$ cat config.mk
export PLATFORM = sky130hd
export DESIGN_NAME = irans_div
export DESIGN_NICKNAME = d
export VERILOG_FILES = /design/src/rtl/irans_pkg.sv /design/src/rtl/irans_div.sv
export VERILOG_INCLUDE_DIRS = /design/src /design/src/rtl
export SDC_FILE = /design/constraint.sdc
export NUM_CORES = 1
export LEC_CHECK = 0
export ABC_AREA = 0
export BUFFER_PORTS_ARGS = -buffer_cell sky130_fd_sc_hd__buf_4
export CORE_ASPECT_RATIO = 0.6
export CORE_UTILIZATION = 45
export CTS_CLUSTER_DIAMETER = 30
export DETAILED_ROUTE_END_ITERATION = 16
export GPL_ROUTABILITY_DRIVEN = 1
export PLACE_DENSITY = 0.67
export RECOVER_POWER = 100
export SYNTH_ARGS = -nofsm -noshare
export SYNTH_HDL_FRONTEND = slang
export SYNTH_SLANG_ARGS = --single-unit
$ cat constraint.sdc
create_clock -name aclk -period 8.02 [get_ports aclk]
set_input_delay 0.802 -clock aclk [delete_from_list [all_inputs] [get_ports aclk]]
set_output_delay 0.802 -clock aclk [all_outputs]
set_load 0.01 [all_outputs]
$ cat src/rtl/assert_macros.svh
// Assertion helpers shared by the RTL.
`ifndef ASSERT_MACROS_SVH
`define ASSERT_MACROS_SVH

`define ASSERT_CLK(label, clk, rstn, prop, msg) \
    label: assert property (@(posedge clk) disable iff (!rstn) prop) else $error(msg);

`define ASSERT_NEVER(label, clk, rstn, cond, msg) \
    label: assert property (@(posedge clk) disable iff (!rstn) !(cond)) else $error(msg);

`endif

$ cat src/rtl/irans_pkg.sv
`timescale 1ns / 1ps

package irans_pkg;

    localparam logic [1:0] OP_LOAD   = 2'd0;
    localparam logic [1:0] OP_ENCODE = 2'd1;
    localparam logic [1:0] OP_FLUSH  = 2'd2;

    localparam logic [1:0] KIND_BYTE  = 2'd0;
    localparam logic [1:0] KIND_STATE = 2'd1;
    localparam logic [1:0] KIND_ERROR = 2'd2;

    localparam int FREQ_W  = 13;
    localparam int CUMUL_W = 12;
    localparam int STATE_W = 32;
    localparam int SYM_W   = 8;
    localparam int LANE_W  = 5;

    typedef struct packed {
        logic [1:0]         opcode;
        logic [SYM_W-1:0]   symbol;
        logic [FREQ_W-1:0]  freq_in;
        logic [CUMUL_W-1:0] cumul_in;
    } in_word_t;

    typedef struct packed {
        logic [1:0]         kind;
        logic [STATE_W-1:0] out_data;
        logic [LANE_W-1:0]  lane;
        logic               last;
    } out_word_t;

    typedef struct packed {
        logic               start;
        logic [STATE_W-1:0] dividend;
        logic [FREQ_W-1:0]  divisor;
    } div_req_t;

    typedef struct packed {
        logic               done;
        logic [STATE_W-1:0] quotient;
        logic [FREQ_W-1:0]  remainder;
    } div_rsp_t;

endpackage

$ cat src/rtl/irans_div.sv
`timescale 1ns / 1ps

module irans_div
    import irans_pkg::*;
(
    input  logic     aclk,
    input  logic     aresetn,
    input  div_req_t req,
    output div_rsp_t rsp
);

    logic [STATE_W-1:0] quot_reg, quot_next;
    logic [FREQ_W:0]    rem_reg, rem_next;
    logic [FREQ_W-1:0]  dvs_reg, dvs_next;
    logic [5:0]         cnt_reg, cnt_next;
    logic               busy_reg, busy_next;
    logic               done_reg, done_next;
    logic [FREQ_W+1:0]  trial;

    always_comb begin
        quot_next = quot_reg;
        rem_next  = rem_reg;
        dvs_next  = dvs_reg;
        cnt_next  = cnt_reg;
        busy_next = busy_reg;
        done_next = 1'b0;
        trial     = '0;
        if (req.start) begin
            quot_next = req.dividend;
            rem_next  = '0;
            dvs_next  = req.divisor;
            cnt_next  = 6'(STATE_W);
            busy_next = 1'b1;
        end else if (busy_reg) begin
            trial = {rem_reg, quot_reg[STATE_W-1]} - {2'b00, dvs_reg};
            if (!trial[FREQ_W+1]) begin
                rem_next = trial[FREQ_W:0];
            end else begin
                rem_next = {rem_reg[FREQ_W-1:0], quot_reg[STATE_W-1]};
            end
            quot_next = {quot_reg[STATE_W-2:0], ~trial[FREQ_W+1]};
            cnt_next  = cnt_reg - 6'd1;
            if (cnt_reg == 6'd1) begin
                busy_next = 1'b0;
                done_next = 1'b1;
            end
        end
    end

    always_ff @(posedge aclk) begin
        if (!aresetn) begin
            busy_reg <= 1'b0;
            done_reg <= 1'b0;
            cnt_reg  <= '0;
        end else begin
            busy_reg <= busy_next;
            done_reg <= done_next;
            cnt_reg  <= cnt_next;
        end
        quot_reg <= quot_next;
        rem_reg  <= rem_next;
        dvs_reg  <= dvs_next;
    end

    assign rsp.done      = done_reg;
    assign rsp.quotient  = quot_reg;
    assign rsp.remainder = rem_reg[FREQ_W-1:0];

    `include "assert_macros.svh"
    `ASSERT_CLK(a_div_done_end, aclk, aresetn, done_reg |-> !busy_reg, "divider done while busy")
    `ASSERT_NEVER(a_div_restart, aclk, aresetn, busy_reg && req.start, "divider restarted while busy")
    `ASSERT_CLK(a_div_zero, aclk, aresetn, busy_reg |-> dvs_reg != '0, "divider given zero divisor")

endmodule

# After elaboration in Yosys (flattened, before gate mapping)
# Cells that the tools add are included.
totals:
  regBits: 67
  latch_bits: 0
  mem_bits_rw: 0
  mem_bits_ro: 0
  in_bits: 48
  out_inout_bits: 46
  elab_cells: 25
  mem_count: 0
classes:
  addsub: 2
  mul: 0
  div_mod_pow: 0
  magnitude_cmp: 0
  eq_ne: 1
  shifts: 0
  n_mux: 9
  bitwise: 3
  reduce_logical: 3
ops:
  columns: ["operator", "count"]
  rows:
  - ["$mux 32", 2]
  - ["$sub 15x13->15", 1]
  - ["$mux 14", 1]
  - ["$mux 6", 2]
  - ["$eq 6x1->1 const B", 1]
  - ["$sub 6x1->6 const B", 1]
  - ["$mux 1", 4]
  - ["$not 1->1", 3]
  - ["$reduce_or 3->1", 1]
  - ["$reduce_bool 2->1", 1]
  - ["$reduce_or 2->1", 1]

# Longest topological paths before layout
logic_depth:
  depth_word: 4
  depth_mapped: 12
  depth_no_buf: 10

# Worst setup path before layout
# No wires, ideal clock.
synth_timing:
  path_kind: "register to register"
  start: "register rem_reg[10]"
  end: "register rem_reg[10]"
  setup_time_ns: 0.086
  arrival_ns: 2.444
  required_ns: 7.934
  path_slack_ns: 5.490
  stages_incl_launch_ff: 10
  path_buffers: 2
  synth_period_minus_slack_ns: 2.530
  path_cell_list: "dfxtp_1 ha_1 a21o_1 a211o_1 or4_4 and2_1 buf_6 buf_12 mux2i_1 a211oi_1"
synth_via:
  elab_chain_cells: 2
synth_lines:
  columns: ["element", "line_no", "source"]
  rows:
  - ["from (decl)", "irans_div.sv:13", "logic [FREQ_W:0] rem_reg, rem_next;"]
  - ["from (signal assigned)", "irans_div.sv:61", "rem_reg <= rem_next;"]
  - ["$sub 15x13->15", "irans_div.sv:35", "trial = {rem_reg, quot_reg[STATE_W-1]} - {2'b00, dvs_reg};"]
  - ["$mux 14", "irans_div.sv:36", "if (!trial[FREQ_W+1]) begin"]
# No other way between the ends.
# A chain may end at the register's enable or synchronous reset.

# Worst setup path after layout
layout_timing:
  start: "input port req[45] in the netlist's numbering"
  end: "register quot_reg[10] (enable)"
layout_via:
  elab_chain_cells: 1
layout_lines:
  columns: ["element", "line_no", "source"]
  rows:
  - ["from (decl)", "irans_div.sv:8", "input div_req_t req,"]
  - ["$reduce_bool 2->1 (no line)", null, null]
  - ["to (signal assigned)", "irans_div.sv:60", "quot_reg <= quot_next;"]
  - ["to (decl)", "irans_div.sv:12", "logic [STATE_W-1:0] quot_reg, quot_next;"]
# No other way between the ends.

==> metrics.md <==
| Metric | Value |
|---|---|
| Total GRT Usage | `between 10% and 20%` |
| Syn_area_per_cell | `11.5 sq um` |
| Maxcap violations | `1` |
| Area grow syn2layout | `22.9%` |
| Final setup viols | `0` |
| CP Capture Type | `register` |
| Sequential cell area | `1790 sq um` |
| Final ANT Viol Nets | `0` |
| Post-route DRC violation count | `0` |
| Clock share of power | `about two fifths` |
| Sw Pwr | `between 0.0002 and 0.0003 W` |
| Clk Tree Root Cell | `clkbuf_16` |
| Nets | `451` |
| CTS tree | `yes` |
| Clk_lat worst skew | `approximately 0.33 ns` |
| Post-synth top flop | `edfxtp_1` |
| Sequential share of power | `39.2%` |
| Fmax | `around 0.23 GHz` |
| Initial core utilization | `47.5%` |
| Area of the multi-input gates | `1490 sq um` |
| Power, Total | `0.00110 W` |
| Final Hold Vio Count | `0` |
| Synth async-reset ratio | `0%` |
| Met3 usage | `7.46%` |
| GR Util met1 | `29.0%` |
| Synth area leader | `edfxtp_1` |
| Wire per inst | `15.0 microns` |
| Number of vias per cell | `5.08` |
| Crit path max fanout | `61` |
| Critical path, cell by cell | `clkbuf_1, inv_1, nand2_1, buf_4` |
| Reg clk slew, reported paths | `0.05 ns` |
| Synth top cells by count | `edfxtp_1 (45), mux2_2 (31), nor2_1 (25), dfxtp_1 (22), inv_1 (19)` |
| Largest register FFs | `32` |
| Synth Warn # | `0` |
| Failing checks | `capacitance limit, slew limit` |
| Final setup skew | `0.00673 ns` |
| Routed vias | `~2500` |
| Clk buf depth | `2` |
| Global-route wire length before repair | `11800 microns` |
| Gr ovfl total | `0` |
| ANT cells | `0` |
| Row cnt | `24` |
| Setup Buffers After CTS | `0` |
| GR peak layer | `met1` |
| Initial antenna violation count | `0` |
| Actual slew at the worst max-slew pin | `approximately 3.2 ns` |
| Tightest Hold Check Type | `register to register` |
| Slew HR | `-114%` |
| RSZ-0062 raised after global routing | `false` |
| Core Box Area | `between 7000 and 8000 sq um` |
| Critical path's top delay family | `buffers and inverters` |
| Internal Power | `0.000814 W` |
| Resize count post-CTS | `0` |
| Fill count | `between 600 and 700` |
| Register area share after synthesis | `50.6%` |
| Crit start category | `input port` |
| CP required | `8.00 ns` |
| Count of pins over their slew limit | `62` |
| PD cells | `between 200 and 300 nW/um^2` |
| Outcome | `finished, violations left` |
| PortBufs | `93` |
| Ports | `94` |
| CP peak stage delay | `2.21 ns` |
| Number of flops mapped to enable cells by yosys | `45` |
| Leak | `1.78 nW` |
| Crit path buf inv count | `3` |
| Sink Count | `67` |
| Count of cell types in the netlist | `43` |
| DRT iter0 DRCs | `183` |
| Fin Setup TNS | `0 ns` |
| Gate power share | `20.4%` |
| Top-count cell post-synth | `edfxtp_1` |
| Mapped Nets | `371` |
| CTS H-tree lvls | `3` |
| DP HPWL | `between 5000 and 6000 microns` |
| Switching share of total power | `25.9%` |
| Hold buffer count at cts | `0` |
| CP arrival | `between 4 and 5 ns` |
| CTS Buf Count | `9` |
| GP Congestion | `0.799` |
| Met2 GRT Util | `25.2%` |
| DR pass1 iterations | `4` |
| CP max-delay cell | `clkbuf_1` |
| Yosys top cell area share | `around two fifths` |
| Final Cycle Share | `between 50% and 60%` |
| Top cells by area, synth | `edfxtp_1 (38%), dfxtp_1 (12%), mux2_2 (9.9%)` |
| Horiz. Die Dim | `117 microns` |
| Synth Register Bits | `67` |
| Cells after synthesis | `307` |
| Die ar. | `8240 sq um` |
| VDD IR-drop max | `between 0.00015 and 0.0002 V` |
| Die height | `70.7 microns` |
| WL final | `7420 microns` |
| Cell Area, Synth | `3540 sq um` |
| Largest net degree at the start of global routing | `62` |
| CP Class | `input port to register` |
| Ratio of cells with drive above 1 in the final layout | `25.8%` |
| Final min period | `about 4.4 ns` |
| Vias in the first global route | `2337` |
## power groups by stage
stage / registers [W] / clock network (W) / logic [W]
floorplan: 0.000442 / 0 / 0.000169
global placement: 0.000437 / 0 / 0.000240
detailed placement: 0.000437 / 0 / 0.000240
CTS: 0.000431 / 0.000451 / 0.000244
global route: 0.000435 / 0.000465 / 0.000247
finish: 0.000430 / 0.000444 / 0.000224
## cell families (layout without fill, tap and decap cells)
group                      after synthesis  after routing  synth area share [%]
xor gates and xnor gates                13             13                  3.22
DFF                                     67             67                  50.6
AOI/OAI and AO/OA                       56             56                  11.1
muxes                                   40             40                  12.4
adders and majority gates               16             16                  5.87
and+or+nand+nor                         70             70                  9.68
buffers and inverters                   45            130                  7.14
## placed cells by master (no fill, tap or decap), types with 10 or more instances in the layout
cell	instances
clkbuf_1	48
edfxtp_1	45
buf_4	35
mux2_2	30
nor2_1	25
dfxtp_1	22
inv_1	19
nand2_1	18
ha_1	15
clkbuf_4	13
a21oi_1	10
a211oi_1	10
## layout make-up
| cell class | count | area share (%) |
|---|---|---|
| Tap cell | 104 | 2.99 |
| Inverter | 19 | 1.64 |
| Sequential cell | 67 | 41.2 |
| Multi-Input combinational cell | 195 | 34.2 |
| Timing Repair Buffer | 95 | 12.3 |
| Clock buffer | 10 | 5.26 |
| Clock inverter | 6 | 2.39 |
## worst paths after layout
check | start | end | slack, ns | cells past startpoint
worst max-delay path | req[45] | quot_reg[10] | 3.62 | 4
worst min-delay path | cnt_reg[1] | cnt_reg[1] | 0.51 | 2
worst max register to register | quot_reg[31] | rem_reg[7] | 4.53 | 10
worst min register to register | cnt_reg[1] | cnt_reg[1] | 0.51 | 2
## stage by stage
step	instance area [sq um]	std cells	hold slack, ns	worst slack (ns)	util [%]
2_1_floorplan	3540	307	0.462	5.49	-
3_3_place_gp	4200	480	0.478	5.08	56.4
3_5_place_dp	4200	480	0.485	4.95	56.4
4_1_cts	4540	496	0.509	4.91	60.9
5_1_grt	4350	496	0.539	3.21	58.4
6_report	4350	496	0.507	3.62	58.4
## worst min-delay path, delay by kind of cell, from the launching register on
kind,cells,cell delay [ns]
DFF,1,0.32
and+or+nand+nor,1,0.09
AOI/OAI and AO/OA,1,0.05
## per-layer routing
layer | vias to the layer above | wire, microns
met2 | 91 | 3050
met3 | 9 | 542
met1 | 1160 | 3760
met4 | 0 | 70
met5 | - | 0
li1 | 1258 | -
(Power assumes the default switching activity.)
